===== src/hdl/elliptic_curve_trace_mod_prime_defines.svh =====
// ----------------------------------------------------------------------------
// Assertion macros
// Shared property forms; each expects clk and arst_n in the enclosing module.
// ----------------------------------------------------------------------------
`ifndef ELLIPTIC_CURVE_TRACE_MOD_PRIME_DEFINES_SVH
`define ELLIPTIC_CURVE_TRACE_MOD_PRIME_DEFINES_SVH

// same-cycle implication
`define ECTMP_ASSERT_IMP(lbl, ante, cons, msg) \
	lbl: assert property (@(posedge clk) disable iff (!arst_n) (ante) |-> (cons)) \
		else $error(msg);

// next-cycle implication
`define ECTMP_ASSERT_NXT(lbl, ante, cons, msg) \
	lbl: assert property (@(posedge clk) disable iff (!arst_n) (ante) |=> (cons)) \
		else $error(msg);

`endif


===== src/hdl/ectmp_pkg.sv =====
// ----------------------------------------------------------------------------
// ectmp_pkg
// Widths, constants, beat types and controller/datapath interface types.
// ----------------------------------------------------------------------------
package ectmp_pkg;

	localparam int MOD_W   = 10;
	localparam int COEF_W  = 10;
	localparam int OP_W    = (MOD_W > COEF_W) ? MOD_W : COEF_W;
	localparam int CNT_W   = $clog2(OP_W + 1);
	localparam int SUM_W   = MOD_W + 2;
	localparam int CALC_W  = MOD_W + 12;
	localparam int TRACE_W = 8;
	localparam int ORDER_W = 11;

	localparam logic [MOD_W-1:0] MODULUS_RESET = MOD_W'(601);
	localparam logic [MOD_W-1:0] ONE           = MOD_W'(1);
	localparam logic [MOD_W-1:0] MIN_MODULUS   = MOD_W'(3);
	localparam logic [OP_W-1:0]  K_FOUR        = OP_W'(4);
	localparam logic [OP_W-1:0]  K_TWENTYSEVEN = OP_W'(27);

	localparam int TRACE_HI = 127;
	localparam int TRACE_LO = -128;
	localparam int ORDER_HI = 2047;

	typedef struct packed {
		logic [COEF_W-1:0] coef_a;
		logic [COEF_W-1:0] coef_b;
	} in_item_t;

	typedef struct packed {
		logic                      nonsingular;
		logic signed [TRACE_W-1:0] trace;
		logic [ORDER_W-1:0]        curve_order;
	} out_item_t;

	typedef enum logic [3:0] {
		OP_RED_A = 4'd0,
		OP_RED_B = 4'd1,
		OP_A2    = 4'd2,
		OP_A3    = 4'd3,
		OP_A4    = 4'd4,
		OP_B2    = 4'd5,
		OP_B27   = 4'd6,
		OP_X2    = 4'd7,
		OP_X3    = 4'd8,
		OP_AX    = 4'd9,
		OP_PMUL  = 4'd10,
		OP_PSQ   = 4'd11
	} mul_op_t;

	typedef struct packed {
		logic    in_load;
		logic    mul_start;
		mul_op_t mul_op;
		logic    mul_wr;
		logic    set_sing;
		logic    init_loop;
		logic    form_f;
		logic    step_x;
		logic    out_load;
	} dp_cmd_t;

	typedef struct packed {
		logic mul_done;
		logic low_mod;
		logic disc_zero;
		logic f_zero;
		logic e_lsb;
		logic e_last;
		logic x_last;
		logic out_free;
	} dp_stat_t;

endpackage


===== src/hdl/ectmp_modmul.sv =====
// ----------------------------------------------------------------------------
// ectmp_modmul
// Bit-serial interleaved modular multiplier, one bit of op1 per cycle.
// ----------------------------------------------------------------------------
`include "elliptic_curve_trace_mod_prime_defines.svh"

module ectmp_modmul (
	input  logic                        clk,
	input  logic                        arst_n,
	input  logic                        start,
	input  logic [ectmp_pkg::OP_W-1:0]  op1,
	input  logic [ectmp_pkg::MOD_W-1:0] op2,
	input  logic [ectmp_pkg::MOD_W-1:0] p,
	output logic                        done,
	output logic [ectmp_pkg::MOD_W-1:0] res
);

	logic                         busy_q;
	logic                         done_q;
	logic [ectmp_pkg::CNT_W-1:0]  cnt_q;
	logic [ectmp_pkg::OP_W-1:0]   sh_q;
	logic [ectmp_pkg::MOD_W-1:0]  m_q;
	logic [ectmp_pkg::MOD_W-1:0]  acc_q;

	logic [ectmp_pkg::MOD_W+1:0]  dbl;
	logic [ectmp_pkg::MOD_W+1:0]  addend;
	logic [ectmp_pkg::MOD_W+1:0]  sum_t;
	logic [ectmp_pkg::MOD_W+1:0]  p1;
	logic [ectmp_pkg::MOD_W+1:0]  p2;
	logic [ectmp_pkg::MOD_W+1:0]  red;

	always_comb begin
		dbl    = {1'b0, acc_q, 1'b0};
		addend = sh_q[ectmp_pkg::OP_W-1] ? {2'b00, m_q} : '0;
		sum_t  = dbl + addend;
		p1     = {2'b00, p};
		p2     = {1'b0, p, 1'b0};
		if (sum_t >= p2) begin
			red = sum_t - p2;
		end else if (sum_t >= p1) begin
			red = sum_t - p1;
		end else begin
			red = sum_t;
		end
	end

	always_ff @(posedge clk or negedge arst_n) begin
		if (!arst_n) begin
			busy_q <= 1'b0;
			done_q <= 1'b0;
			cnt_q  <= '0;
		end else begin
			done_q <= busy_q && (cnt_q == ectmp_pkg::CNT_W'(1));
			if (start) begin
				busy_q <= 1'b1;
				cnt_q  <= ectmp_pkg::CNT_W'(ectmp_pkg::OP_W);
			end else if (busy_q) begin
				cnt_q <= cnt_q - ectmp_pkg::CNT_W'(1);
				if (cnt_q == ectmp_pkg::CNT_W'(1)) begin
					busy_q <= 1'b0;
				end
			end
		end
	end

	always_ff @(posedge clk) begin
		if (start) begin
			sh_q  <= op1;
			m_q   <= op2;
			acc_q <= '0;
		end else if (busy_q) begin
			sh_q  <= sh_q << 1;
			acc_q <= red[ectmp_pkg::MOD_W-1:0];
		end
	end

	assign done = done_q;
	assign res  = acc_q;

	`ECTMP_ASSERT_IMP(a_mm_idle_start, start, !busy_q, "multiplier started while busy")
	`ECTMP_ASSERT_IMP(a_mm_reduced, done_q, acc_q < p, "product not reduced below modulus")
	`ECTMP_ASSERT_NXT(a_mm_last, busy_q && (cnt_q == ectmp_pkg::CNT_W'(1)), done_q && !busy_q, "last bit not followed by done")

endmodule


===== src/hdl/ectmp_dp.sv =====
// ----------------------------------------------------------------------------
// ectmp_dp
// Datapath: modulus register, operand registers, shared multiplier,
// Legendre sum and output register.
// ----------------------------------------------------------------------------
module ectmp_dp (
	input  logic                        clk,
	input  logic                        arst_n,
	input  logic                        cfg_wr,
	input  logic [ectmp_pkg::MOD_W-1:0] cfg_data,
	input  ectmp_pkg::in_item_t         in_data,
	input  ectmp_pkg::dp_cmd_t          cmd,
	output ectmp_pkg::dp_stat_t         st,
	output logic                        out_valid,
	input  logic                        out_stall,
	output ectmp_pkg::out_item_t        out_data
);

	localparam logic signed [ectmp_pkg::CALC_W-1:0] TR_HI  =
		ectmp_pkg::CALC_W'(ectmp_pkg::TRACE_HI);
	localparam logic signed [ectmp_pkg::CALC_W-1:0] TR_LO  =
		ectmp_pkg::CALC_W'(ectmp_pkg::TRACE_LO);
	localparam logic signed [ectmp_pkg::CALC_W-1:0] ORD_HI =
		ectmp_pkg::CALC_W'(ectmp_pkg::ORDER_HI);
	localparam logic signed [ectmp_pkg::CALC_W-1:0] ONE_X  = ectmp_pkg::CALC_W'(1);
	localparam logic signed [ectmp_pkg::CALC_W-1:0] ZERO_X = '0;

	logic [ectmp_pkg::MOD_W-1:0]         p_q;
	logic [ectmp_pkg::COEF_W-1:0]        ra_q;
	logic [ectmp_pkg::COEF_W-1:0]        rb_q;
	logic [ectmp_pkg::MOD_W-1:0]         a_q;
	logic [ectmp_pkg::MOD_W-1:0]         b_q;
	logic [ectmp_pkg::MOD_W-1:0]         t_q;
	logic [ectmp_pkg::MOD_W-1:0]         u_q;
	logic [ectmp_pkg::MOD_W-1:0]         x_q;
	logic [ectmp_pkg::MOD_W-1:0]         acc_q;
	logic [ectmp_pkg::MOD_W-1:0]         base_q;
	logic [ectmp_pkg::MOD_W-1:0]         e_q;
	logic                                fz_q;
	logic                                ns_q;
	logic signed [ectmp_pkg::SUM_W-1:0]  sum_q;
	logic                                out_valid_q;
	ectmp_pkg::out_item_t                out_q;

	logic [ectmp_pkg::OP_W-1:0]          op1;
	logic [ectmp_pkg::MOD_W-1:0]         op2;
	logic                                mm_done;
	logic [ectmp_pkg::MOD_W-1:0]         mm_res;

	logic [ectmp_pkg::MOD_W:0]           s1;
	logic [ectmp_pkg::MOD_W:0]           s1m;
	logic [ectmp_pkg::MOD_W:0]           s2;
	logic [ectmp_pkg::MOD_W:0]           s2m;
	logic [ectmp_pkg::MOD_W:0]           p_e;
	logic [ectmp_pkg::MOD_W-1:0]         f_val;
	logic [ectmp_pkg::MOD_W-1:0]         half;

	logic signed [ectmp_pkg::CALC_W-1:0] sum_x;
	logic signed [ectmp_pkg::CALC_W-1:0] tr_full;
	logic signed [ectmp_pkg::CALC_W-1:0] tr_sat;
	logic signed [ectmp_pkg::CALC_W-1:0] p_x;
	logic signed [ectmp_pkg::CALC_W-1:0] ord_full;
	logic signed [ectmp_pkg::CALC_W-1:0] ord_sat;

	always_comb begin
		op1 = '0;
		op2 = '0;
		case (cmd.mul_op)
			ectmp_pkg::OP_RED_A: begin
				op1 = ectmp_pkg::OP_W'(ra_q);
				op2 = ectmp_pkg::ONE;
			end
			ectmp_pkg::OP_RED_B: begin
				op1 = ectmp_pkg::OP_W'(rb_q);
				op2 = ectmp_pkg::ONE;
			end
			ectmp_pkg::OP_A2: begin
				op1 = ectmp_pkg::OP_W'(a_q);
				op2 = a_q;
			end
			ectmp_pkg::OP_A3: begin
				op1 = ectmp_pkg::OP_W'(t_q);
				op2 = a_q;
			end
			ectmp_pkg::OP_A4: begin
				op1 = ectmp_pkg::K_FOUR;
				op2 = t_q;
			end
			ectmp_pkg::OP_B2: begin
				op1 = ectmp_pkg::OP_W'(b_q);
				op2 = b_q;
			end
			ectmp_pkg::OP_B27: begin
				op1 = ectmp_pkg::K_TWENTYSEVEN;
				op2 = u_q;
			end
			ectmp_pkg::OP_X2: begin
				op1 = ectmp_pkg::OP_W'(x_q);
				op2 = x_q;
			end
			ectmp_pkg::OP_X3: begin
				op1 = ectmp_pkg::OP_W'(t_q);
				op2 = x_q;
			end
			ectmp_pkg::OP_AX: begin
				op1 = ectmp_pkg::OP_W'(a_q);
				op2 = x_q;
			end
			ectmp_pkg::OP_PMUL: begin
				op1 = ectmp_pkg::OP_W'(acc_q);
				op2 = base_q;
			end
			ectmp_pkg::OP_PSQ: begin
				op1 = ectmp_pkg::OP_W'(base_q);
				op2 = base_q;
			end
			default: begin
				op1 = '0;
				op2 = '0;
			end
		endcase
	end

	ectmp_modmul u_modmul (
		.clk    (clk),
		.arst_n (arst_n),
		.start  (cmd.mul_start),
		.op1    (op1),
		.op2    (op2),
		.p      (p_q),
		.done   (mm_done),
		.res    (mm_res)
	);

	always_comb begin
		p_e   = {1'b0, p_q};
		s1    = {1'b0, t_q} + {1'b0, u_q};
		s1m   = (s1 >= p_e) ? (s1 - p_e) : s1;
		s2    = {1'b0, s1m[ectmp_pkg::MOD_W-1:0]} + {1'b0, b_q};
		s2m   = (s2 >= p_e) ? (s2 - p_e) : s2;
		f_val = s2m[ectmp_pkg::MOD_W-1:0];
		half  = (p_q - ectmp_pkg::ONE) >> 1;
	end

	always_comb begin
		sum_x    = {{(ectmp_pkg::CALC_W-ectmp_pkg::SUM_W){sum_q[ectmp_pkg::SUM_W-1]}}, sum_q};
		tr_full  = -sum_x;
		if (tr_full > TR_HI) begin
			tr_sat = TR_HI;
		end else if (tr_full < TR_LO) begin
			tr_sat = TR_LO;
		end else begin
			tr_sat = tr_full;
		end
		p_x      = {{(ectmp_pkg::CALC_W-ectmp_pkg::MOD_W){1'b0}}, p_q};
		ord_full = p_x + ONE_X - tr_sat;
		if (ord_full < ZERO_X) begin
			ord_sat = ZERO_X;
		end else if (ord_full > ORD_HI) begin
			ord_sat = ORD_HI;
		end else begin
			ord_sat = ord_full;
		end
	end

	always_comb begin
		st.mul_done  = mm_done;
		st.low_mod   = p_q < ectmp_pkg::MIN_MODULUS;
		st.disc_zero = (s1 == '0) || (s1 == p_e);
		st.f_zero    = fz_q;
		st.e_lsb     = e_q[0];
		st.e_last    = (e_q >> 1) == '0;
		st.x_last    = x_q == (p_q - ectmp_pkg::ONE);
		st.out_free  = !out_valid_q || !out_stall;
	end

	always_ff @(posedge clk or negedge arst_n) begin
		if (!arst_n) begin
			p_q         <= ectmp_pkg::MODULUS_RESET;
			out_valid_q <= 1'b0;
		end else begin
			if (cfg_wr) begin
				p_q <= cfg_data;
			end
			if (cmd.out_load) begin
				out_valid_q <= 1'b1;
			end else if (!out_stall) begin
				out_valid_q <= 1'b0;
			end
		end
	end

	always_ff @(posedge clk) begin
		if (cmd.in_load) begin
			ra_q <= in_data.coef_a;
			rb_q <= in_data.coef_b;
		end
		if (cmd.mul_wr) begin
			case (cmd.mul_op)
				ectmp_pkg::OP_RED_A: a_q    <= mm_res;
				ectmp_pkg::OP_RED_B: b_q    <= mm_res;
				ectmp_pkg::OP_A2:    t_q    <= mm_res;
				ectmp_pkg::OP_A3:    t_q    <= mm_res;
				ectmp_pkg::OP_A4:    t_q    <= mm_res;
				ectmp_pkg::OP_B2:    u_q    <= mm_res;
				ectmp_pkg::OP_B27:   u_q    <= mm_res;
				ectmp_pkg::OP_X2:    t_q    <= mm_res;
				ectmp_pkg::OP_X3:    t_q    <= mm_res;
				ectmp_pkg::OP_AX:    u_q    <= mm_res;
				ectmp_pkg::OP_PMUL:  acc_q  <= mm_res;
				ectmp_pkg::OP_PSQ: begin
					base_q <= mm_res;
					e_q    <= e_q >> 1;
				end
				default: ;
			endcase
		end
		if (cmd.set_sing) begin
			ns_q  <= 1'b0;
			sum_q <= '0;
		end
		if (cmd.init_loop) begin
			ns_q  <= 1'b1;
			sum_q <= '0;
			x_q   <= '0;
		end
		if (cmd.form_f) begin
			base_q <= f_val;
			fz_q   <= f_val == '0;
			acc_q  <= ectmp_pkg::ONE;
			e_q    <= half;
		end
		if (cmd.step_x) begin
			x_q <= x_q + ectmp_pkg::ONE;
			if (!fz_q) begin
				sum_q <= (acc_q == ectmp_pkg::ONE) ? (sum_q + ectmp_pkg::SUM_W'(1))
								  : (sum_q - ectmp_pkg::SUM_W'(1));
			end
		end
		if (cmd.out_load) begin
			out_q.nonsingular <= ns_q;
			out_q.trace       <= ns_q ? tr_sat[ectmp_pkg::TRACE_W-1:0] : '0;
			out_q.curve_order <= ns_q ? ord_sat[ectmp_pkg::ORDER_W-1:0] : '0;
		end
	end

	assign out_valid = out_valid_q;
	assign out_data  = out_q;

endmodule


===== src/hdl/ectmp_ctrl.sv =====
// ----------------------------------------------------------------------------
// ectmp_ctrl
// Sequencer: coefficient reduction, discriminant, residue loop and
// square-and-multiply exponentiation on the shared multiplier.
// ----------------------------------------------------------------------------
`include "elliptic_curve_trace_mod_prime_defines.svh"

module ectmp_ctrl (
	input  logic                clk,
	input  logic                arst_n,
	input  logic                in_valid,
	output logic                in_stall,
	input  ectmp_pkg::dp_stat_t st,
	output ectmp_pkg::dp_cmd_t  cmd
);

	typedef enum logic [16:0] {
		S_IDLE  = 17'h00001,
		S_RED_A = 17'h00002,
		S_RED_B = 17'h00004,
		S_A2    = 17'h00008,
		S_A3    = 17'h00010,
		S_A4    = 17'h00020,
		S_B2    = 17'h00040,
		S_B27   = 17'h00080,
		S_DISC  = 17'h00100,
		S_X2    = 17'h00200,
		S_X3    = 17'h00400,
		S_AX    = 17'h00800,
		S_F     = 17'h01000,
		S_PMUL  = 17'h02000,
		S_PSQ   = 17'h04000,
		S_NEXT  = 17'h08000,
		S_DONE  = 17'h10000
	} state_t;

	state_t state_q;
	state_t state_d;
	logic   started_q;
	logic   run;

	always_comb begin
		state_d    = state_q;
		cmd        = '0;
		cmd.mul_op = ectmp_pkg::OP_RED_A;
		run        = 1'b0;
		case (state_q)
			S_IDLE: begin
				if (in_valid) begin
					cmd.in_load = 1'b1;
					if (st.low_mod) begin
						cmd.set_sing = 1'b1;
						state_d      = S_DONE;
					end else begin
						state_d = S_RED_A;
					end
				end
			end
			S_RED_A: begin
				cmd.mul_op = ectmp_pkg::OP_RED_A;
				run        = 1'b1;
				if (st.mul_done) state_d = S_RED_B;
			end
			S_RED_B: begin
				cmd.mul_op = ectmp_pkg::OP_RED_B;
				run        = 1'b1;
				if (st.mul_done) state_d = S_A2;
			end
			S_A2: begin
				cmd.mul_op = ectmp_pkg::OP_A2;
				run        = 1'b1;
				if (st.mul_done) state_d = S_A3;
			end
			S_A3: begin
				cmd.mul_op = ectmp_pkg::OP_A3;
				run        = 1'b1;
				if (st.mul_done) state_d = S_A4;
			end
			S_A4: begin
				cmd.mul_op = ectmp_pkg::OP_A4;
				run        = 1'b1;
				if (st.mul_done) state_d = S_B2;
			end
			S_B2: begin
				cmd.mul_op = ectmp_pkg::OP_B2;
				run        = 1'b1;
				if (st.mul_done) state_d = S_B27;
			end
			S_B27: begin
				cmd.mul_op = ectmp_pkg::OP_B27;
				run        = 1'b1;
				if (st.mul_done) state_d = S_DISC;
			end
			S_DISC: begin
				if (st.disc_zero) begin
					cmd.set_sing = 1'b1;
					state_d      = S_DONE;
				end else begin
					cmd.init_loop = 1'b1;
					state_d       = S_X2;
				end
			end
			S_X2: begin
				cmd.mul_op = ectmp_pkg::OP_X2;
				run        = 1'b1;
				if (st.mul_done) state_d = S_X3;
			end
			S_X3: begin
				cmd.mul_op = ectmp_pkg::OP_X3;
				run        = 1'b1;
				if (st.mul_done) state_d = S_AX;
			end
			S_AX: begin
				cmd.mul_op = ectmp_pkg::OP_AX;
				run        = 1'b1;
				if (st.mul_done) state_d = S_F;
			end
			S_F: begin
				cmd.form_f = 1'b1;
				state_d    = S_PMUL;
			end
			S_PMUL: begin
				cmd.mul_op = ectmp_pkg::OP_PMUL;
				if (st.f_zero) begin
					state_d = S_NEXT;
				end else if (!st.e_lsb) begin
					state_d = S_PSQ;
				end else begin
					run = 1'b1;
					if (st.mul_done) state_d = st.e_last ? S_NEXT : S_PSQ;
				end
			end
			S_PSQ: begin
				cmd.mul_op = ectmp_pkg::OP_PSQ;
				run        = 1'b1;
				if (st.mul_done) state_d = S_PMUL;
			end
			S_NEXT: begin
				cmd.step_x = 1'b1;
				state_d    = st.x_last ? S_DONE : S_X2;
			end
			S_DONE: begin
				if (st.out_free) begin
					cmd.out_load = 1'b1;
					state_d      = S_IDLE;
				end
			end
			default: begin
				state_d = S_IDLE;
			end
		endcase
		cmd.mul_start = run && !started_q;
		cmd.mul_wr    = run && st.mul_done;
	end

	always_ff @(posedge clk or negedge arst_n) begin
		if (!arst_n) begin
			state_q   <= S_IDLE;
			started_q <= 1'b0;
		end else begin
			state_q <= state_d;
			if (cmd.mul_start) begin
				started_q <= 1'b1;
			end else if (cmd.mul_wr) begin
				started_q <= 1'b0;
			end
		end
	end

	assign in_stall = (state_q != S_IDLE);

	`ECTMP_ASSERT_IMP(a_ctl_out_free, cmd.out_load, st.out_free, "result loaded into occupied output register")
	`ECTMP_ASSERT_NXT(a_ctl_start_pulse, cmd.mul_start, !cmd.mul_start, "multiplier start held longer than one cycle")
	`ECTMP_ASSERT_IMP(a_ctl_done_owned, st.mul_done, started_q, "multiplier done without a pending operation")

endmodule


===== src/hdl/elliptic_curve_trace_mod_prime.sv =====
// ----------------------------------------------------------------------------
// elliptic_curve_trace_mod_prime
// Point count of y^2 = x^3 + ax + b over a configured prime: trace and order.
// ----------------------------------------------------------------------------
// Channel   Direction  Handshake             Beat
// cfg       in         cfg_valid/cfg_ready   modulus
// in        in         in_valid/in_stall     coef_a, coef_b
// out       out        out_valid/out_stall   nonsingular, trace, curve_order
//
// One item at a time. Every modular product runs on one bit-serial multiplier.
// A nonsingular curve takes about p * (3 + k) products, k the products of one
// exponentiation (up to 2 * log2(p)); a singular one about 7; p below 3 none.
// Reset loads modulus 601. A stalled result stays in the output register while
// the next item is accepted; the item then holds in its last step.
// ----------------------------------------------------------------------------
module elliptic_curve_trace_mod_prime (
	input  logic                        clk,
	input  logic                        arst_n,
	input  logic                        cfg_valid,
	output logic                        cfg_ready,
	input  logic [ectmp_pkg::MOD_W-1:0] cfg_data,
	input  logic                        in_valid,
	output logic                        in_stall,
	input  ectmp_pkg::in_item_t         in_data,
	output logic                        out_valid,
	input  logic                        out_stall,
	output ectmp_pkg::out_item_t        out_data
);

	ectmp_pkg::dp_cmd_t  cmd;
	ectmp_pkg::dp_stat_t st;
	logic                cfg_wr;

	assign cfg_ready = 1'b1;
	assign cfg_wr    = cfg_valid && cfg_ready;

	ectmp_ctrl u_ctrl (
		.clk      (clk),
		.arst_n   (arst_n),
		.in_valid (in_valid),
		.in_stall (in_stall),
		.st       (st),
		.cmd      (cmd)
	);

	ectmp_dp u_dp (
		.clk       (clk),
		.arst_n    (arst_n),
		.cfg_wr    (cfg_wr),
		.cfg_data  (cfg_data),
		.in_data   (in_data),
		.cmd       (cmd),
		.st        (st),
		.out_valid (out_valid),
		.out_stall (out_stall),
		.out_data  (out_data)
	);

endmodule


===== config.mk =====
export PLATFORM = sky130hd
export DESIGN_NAME = elliptic_curve_trace_mod_prime
export DESIGN_NICKNAME = d
export VERILOG_FILES = /design/src/hdl/ectmp_pkg.sv /design/src/hdl/ectmp_modmul.sv /design/src/hdl/ectmp_dp.sv /design/src/hdl/ectmp_ctrl.sv /design/src/hdl/elliptic_curve_trace_mod_prime.sv
export VERILOG_INCLUDE_DIRS = /design/src /design/src/hdl
export SDC_FILE = /design/constraint.sdc
export NUM_CORES = 1
export LEC_CHECK = 0
export BUFFER_PORTS_ARGS = -buffer_cell sky130_fd_sc_hd__buf_2
export CAP_MARGIN = 20
export CORE_ASPECT_RATIO = 1.1
export CORE_MARGIN = 2
export CORE_UTILIZATION = 40
export DETAILED_ROUTE_END_ITERATION = 10
export MAX_ROUTING_LAYER = met4
export PLACE_DENSITY = 0.54
export SETUP_SLACK_MARGIN = 0.2
export SYNTH_ARGS = -nofsm -noshare
export SYNTH_HDL_FRONTEND = slang
export SYNTH_SLANG_ARGS = --single-unit

===== constraint.sdc =====
create_clock -name clk -period 8.64 [get_ports clk]
set_input_delay 2.16 -clock clk [delete_from_list [all_inputs] [get_ports clk]]
set_output_delay 2.16 -clock clk [all_outputs]
set_load 0.01 [all_outputs]

==> results of run 1 <==
==> worst max-delay path by stage <==
stage	startpoint	endpoint	cells after the start
after global placement	u_dp.t_q[0]	u_dp.fz_q	29
after detailed placement	u_dp.t_q[0]	u_dp.fz_q	29
after CTS	u_dp.t_q[0]	u_dp.fz_q	29
final	u_dp.t_q[0]	u_dp.fz_q	29
after global routing	u_dp.t_q[0]	u_dp.fz_q	29
after floorplan	u_dp.t_q[0]	u_dp.fz_q	31
==> timing repair <==
item / 4_1_cts / 5_1_grt
hold buffers: 0 / 0
endpoints found under the hold margin: 0 / 0
setup endpoints to repair: 0 / 1
gates resized for setup: 0 / 1
==> where the power goes <==
part | internal [mW] | leakage [nW] | total, mW | switching, mW
combinational | 0.965 | 3.76 | 2.27 | 1.30
sequential | 1.18 | 1.94 | 1.36 | 0.186
clock | 0.419 | 0.296 | 0.841 | 0.422
==> Yosys cell counts (5+ instances only) <==
| library cell | count | area (sq um) |
|---|---|---|
| nor3b_1 | 5 | 37.5 |
| a22oi_1 | 38 | 285 |
| nand3_1 | 40 | 200 |
| nand4_1 | 14 | 87.6 |
| or2_2 | 9 | 56.3 |
| nor2_1 | 100 | 375 |
| a32o_1 | 9 | 90.1 |
| o21ai_0 | 83 | 415 |
| buf_2 | 12 | 60.1 |
| dfstp_2 | 6 | 158 |
| fa_1 | 9 | 180 |
| a21o_1 | 22 | 165 |
| mux2_2 | 10 | 113 |
| nand2b_1 | 9 | 56.3 |
| or3_1 | 8 | 50.1 |
| inv_1 | 60 | 225 |
| a222oi_1 | 5 | 50.1 |
| ha_1 | 98 | 1230 |
| nor4_1 | 19 | 119 |
| a221oi_1 | 5 | 43.8 |
| o22ai_1 | 11 | 68.8 |
| nand4b_1 | 8 | 70.1 |
| a21oi_1 | 57 | 285 |
| o21ai_1 | 13 | 65.1 |
| nand3b_1 | 5 | 37.5 |
| a211oi_1 | 22 | 165 |
| dfxtp_1 | 33 | 661 |
| and3_1 | 9 | 56.3 |
| xor2_1 | 38 | 333 |
| dfrtp_1 | 29 | 726 |
| xnor2_1 | 78 | 683 |
| o31a_1 | 6 | 52.6 |
| nor3_1 | 38 | 190 |
| a31oi_1 | 9 | 56.3 |
| or4_1 | 6 | 45.0 |
| nor2b_1 | 16 | 100 |
| and2_1 | 20 | 125 |
| clkbuf_1 | 37 | 139 |
| o41ai_1 | 6 | 52.6 |
| nand2_1 | 141 | 529 |
| edfxtp_1 | 130 | 3900 |
| mux2i_1 | 25 | 250 |
| o21a_1 | 24 | 180 |
==> cells by family after synthesis <==
logic type	after synthesis
AOI/OAI and AO/OA	361
xor gates and xnor gates	116
adders and majority gates	107
buffers and inverters	117
DFF	198
muxes	38
other	1
and+or+nand+nor	475
==> critical path: cells and delay by family, from the launching register on <==
| family | cells | cell delay, ps |
|---|---|---|
| AOI/OAI and AO/OA | 11 | 3050 |
| adders and majority gates | 5 | 1550 |
| and+or+nand+nor | 8 | 1490 |
| muxes | 2 | 700 |
| xor gates and xnor gates | 2 | 450 |
| DFF | 1 | 390 |
| buffers and inverters | 1 | 50 |
==> final cells by class <==
| cell class | count | area share (%) |
|---|---|---|
| Clock buffer | 18 | 2.88 |
| Clock inverter | 14 | 1.22 |
| Inverter | 62 | 1.56 |
| Multi-Input combinational cell | 1098 | 51.6 |
| Sequential cell | 198 | 36.5 |
| Tap cell | 432 | 3.63 |
| Timing Repair Buffer | 67 | 2.57 |
==> routing by layer <==
metal / vias up / share of wire [%] / track usage [%]
li1: 5316 / - / -
met3: 79 / 4.9 / 3.98
met2: 311 / 49 / 39.1
met4: 0 / 4.1 / 10.3
met5: - / 0 / -
met1: 5362 / 42 / 28.0
==> placed cells by master (no fill, tap or decap), types with 40 or more instances in the layout <==
cell,count
buf_2,56
inv_1,60
nand2_1,141
nand3_1,40
ha_1,98
xnor2_1,78
a21oi_1,56
edfxtp_1,130
nor2_1,100
o21ai_0,83
==> impl_metrics.ini, run 1 <==
[yosys]
synth_warnings = 0
syn-num-nets = 1555
synth_ff_type = edfxtp_1
synth-compound-area-share_pct = 17.9
async_flop_share_pct = 17.7
synthMuxAreaShare_pct = 2.92
synth.distinct_cells = 95
synth_top_family_by_area = compound AO/OA/AOI/OAI gates
synth-seq-cells = 198
synth_cells = 1413
synth_edf_count = 130
synth_area_sq_um = 13600
ys_seq_area_share_pct = 40.1
synthAdderAreaFrac_pct = 10.3
synth-xor-area-share_pct = 7.48
synth_area_per_cell_sq_um = 9.62
synth_simple_gate_area_share_pct = 17.8

[sta]
worst_slack_ps = 754
timing.final.crit_share_pct = 91.3
fmax_mhz = 127
slew_headroom_pct = 32.6
period_minus_slack_ps = 7890
setup_viol = 0
final_max_slew_viol_count = 0
tns_ps = 0
hold_viol_final = 0
rsz0062_at_grt = no
tightest_slew_ps = 1000
hold_ws_ps = 485
clock_skew_ps = 16.3

[routing]
drtIter0Drc = 797
via_per_inst = 5.86
detail_route.wirelength_um = 40400
antenna_left = 0
drcViolationCount = 0
dr_total_vias = 11100
first_pass_iters = 7
drt-wirelength-per-cell_um = 21.4

[worst_setup_path]
slowest_stage = o211a_1
worstPathRequired_ps = 8890
arrival_ps = 8140
r2r_cells = 29
cpMostUsedCell = ha_1
critical_path.max_fanout = 14
r2r_end = u_dp.fz_q
ff2ff_setup_slack_ps = 750
rr_startpoint = u_dp.t_q[0]
slowest_delay_ps = 540
critPathKind = reg2reg
end_kind = flop
critPathLaunchType = flop

[layout]
fin_cells = 1889
area_growth_pct = 9.71
finish.utilization_pct = 44.7
nFillCells = 3246
largest_reg_flops = 20
seqCellArea_sq_um = 5450
fin_area_sq_um = 14900
fin_nets = 1586
layout-drive-gt1-share_pct = 9.95
insertedDiodeCount = 0
multi_input_area_sq_um = 7700

[global_route]
antenna_found_initial = 0
grt_util_all_layers_pct = 23.5
grt_overflow = 0
grt_max_degree = 40
first_global_vias = 10900
grt_pass1_wl_um = 62000

[floorplanning]
fp.dieW_um = 180
die_area_sq_um = 35500
num_rows = 70
die_h_um = 197
ios = 58
start_util_pct = 40.7
core_area_sq_um = 33400

[worst_hold_path]
hold_end = u_ctrl.started_q
holdPathStages = 1
hp-class = reg2reg
min-delay-start = u_ctrl.started_q

[place]
gp_congestion = 0.918
post-place-cells = 1855
place_ws_ps = 846
placed_cell_area_sq_um = 14300
io_buffers = 56
hpwlAfterDp_um = 30500

[clock_network]
htreeDepth = 4
cts_tree = yes
cts_setup_buffers = 0
clock_latency_ps = 450
cts-buffers-inserted = 17
clkTransAtPathRegs_ps = 80
clk_path_buf_depth = 2
cts-root-buf = clkbuf_16
cts.sinks = 198

[flow_run]
maxCapViolCount = 0

[pwr]
powerDensity_nw_per_um2 = 300
power.total_mw = 4.47
leakagePower_nw = 6.00
ir_worst_vdd_v = 0.000379

[outcome]
status = completed
Power figures use the tool's default switching activity.
==> run 2, diff against run 1 <==
==> constraint.sdc (replaced) <==
create_clock -name clk -period 9.3 [get_ports clk]
set_input_delay 2.325 -clock clk [delete_from_list [all_inputs] [get_ports clk]]
set_output_delay 2.325 -clock clk [all_outputs]
set_load 0.01 [all_outputs]
==> impl_metrics.ini, run 2 (synthesized netlist as in run 1, its figures left out) <==
[sta]
fmax_mhz = 127
clock_skew_ps = 20.8
period_minus_slack_ps = 7850
setup_viol = 0
hold_viol_final = 0
final_max_slew_viol_count = 0
slew_headroom_pct = 30.3
timing.final.crit_share_pct = 84.4
tns_ps = 0
worst_slack_ps = 1450
hold_ws_ps = 478
tightest_slew_ps = 1040
rsz0062_at_grt = no

[global_route]
first_global_vias = 10800
grt_util_all_layers_pct = 23.4
grt_pass1_wl_um = 62200
antenna_found_initial = 1
grt_max_degree = 40
grt_overflow = 0

[pwr]
combPwrFrac_pct = 50.8
power.internal_mw = 2.40
clockPowerShare_pct = 18.7
power.total_mw = 4.15
leakagePower_nw = 6.00
ir_worst_vdd_v = 0.000271
sw_frac_of_total_pct = 42.2
p_sw_mw = 1.75
seqPwrFrac_pct = 30.5
powerDensity_nw_per_um2 = 278

[place]
placed_cell_area_sq_um = 14300
io_buffers = 56
hpwlAfterDp_um = 30600
post-place-cells = 1855
gp_congestion = 0.927
place_ws_ps = 1600

[layout]
layout-drive-gt1-share_pct = 9.88
fin_area_sq_um = 14900
fin_nets = 1586
mostFrequentLayoutCells = nand2_1 (141), edfxtp_1 (130), nor2_1 (100)
insertedDiodeCount = 0
final_common_cell = nand2_1
largest_reg_flops = 20
area_growth_pct = 9.75
finish.utilization_pct = 44.7
fin_cells = 1889

[worst_hold_path]
min-delay-start = u_ctrl.started_q
hp-class = reg2reg

[floorplanning]
die_h_um = 197
ios = 58
die_area_sq_um = 35500
num_rows = 70
fp.dieW_um = 180
core_area_sq_um = 33400
start_util_pct = 40.7

[clock_network]
cts.sinks = 198
cts_tree = yes
clkTransAtPathRegs_ps = 80
clock_latency_ps = 460
cts-root-buf = clkbuf_16
cts_setup_buffers = 0
cts.hold.buffers_added = 0
htreeDepth = 4
cts-buffers-inserted = 17
cts_resized = 0
clk_path_buf_depth = 2

[worst_setup_path]
critPathKind = reg2reg
critical_path.max_fanout = 14
end_kind = flop
arrival_ps = 8100
slowest_stage = o211a_1
cpMostUsedCell = ha_1
rr_startpoint = u_dp.t_q[0]
worstPathRequired_ps = 9550
slowest_delay_ps = 530
critPathLaunchType = flop
startpoint = u_dp.t_q[0]

[routing]
drtIter0Drc = 781
antenna_left = 0
via_per_inst = 5.86
detail_route.wirelength_um = 40500
first_pass_iters = 5
drcViolationCount = 0
dr_total_vias = 11100
drt-wirelength-per-cell_um = 21.4

[flow_run]
maxCapViolCount = 0

[outcome]
status = completed
-- run 2: final timing paths --
| kind | end | slack (ps) | cells past startpoint |
|---|---|---|---|
| min | u_ctrl.started_q | 480 | 1 |
| max | u_dp.fz_q | 1450 | 29 |
| max reg2reg | u_dp.fz_q | 1450 | 29 |
| min in group asynchronous | u_dp.u_modmul.cnt_q[1] | 2010 | 1 |
| max in group asynchronous | u_dp.p_q[5] | 6650 | 1 |
| min reg2reg | u_ctrl.started_q | 480 | 1 |
-- run 2: metal layers --
layer / routed length (um) / vias to the layer above / GRT usage (%) / part of all wire (%)
met5: 0 / - / - / 0
met4: 1110 / 0 / 7.89 / 2.7
met3: 1560 / 54 / 2.73 / 3.9
met2: 20500 / 295 / 40.6 / 51
met1: 17300 / 5399 / 28.4 / 43
li1: - / 5320 / - / -
-- run 2: power by group through the flow --
stage          combinational, mW  sequential (mW)  clock [mW]
2_1_floorplan               1.67             1.18           0
3_3_place_gp                2.07             1.29           0
3_5_place_dp                2.09             1.29           0
4_1_cts                     2.10             1.27       0.793
5_1_grt                     2.37             1.28       0.824
6_report                    2.11             1.27       0.776
-- run 2: area by class of cell --
class / count / area [sq um]
fill: 3257 / 18500
multi-input combinational: 1098 / 7700
sequential: 198 / 5450
tap: 432 / 541
clock buffer: 23 / 522
timing repair buffer: 67 / 383
inverter: 62 / 233
clock inverter: 9 / 93.8
-- run 2: worst max-delay path: cells and delay by family (launching register included) --
family | cells | cell delay, ps
simple gates | 7 | 1330
flops | 1 | 380
buf+inv | 2 | 130
fa+ha+maj | 5 | 1570
xor+xnor | 2 | 480
mux | 2 | 700
compound gates | 11 | 3060
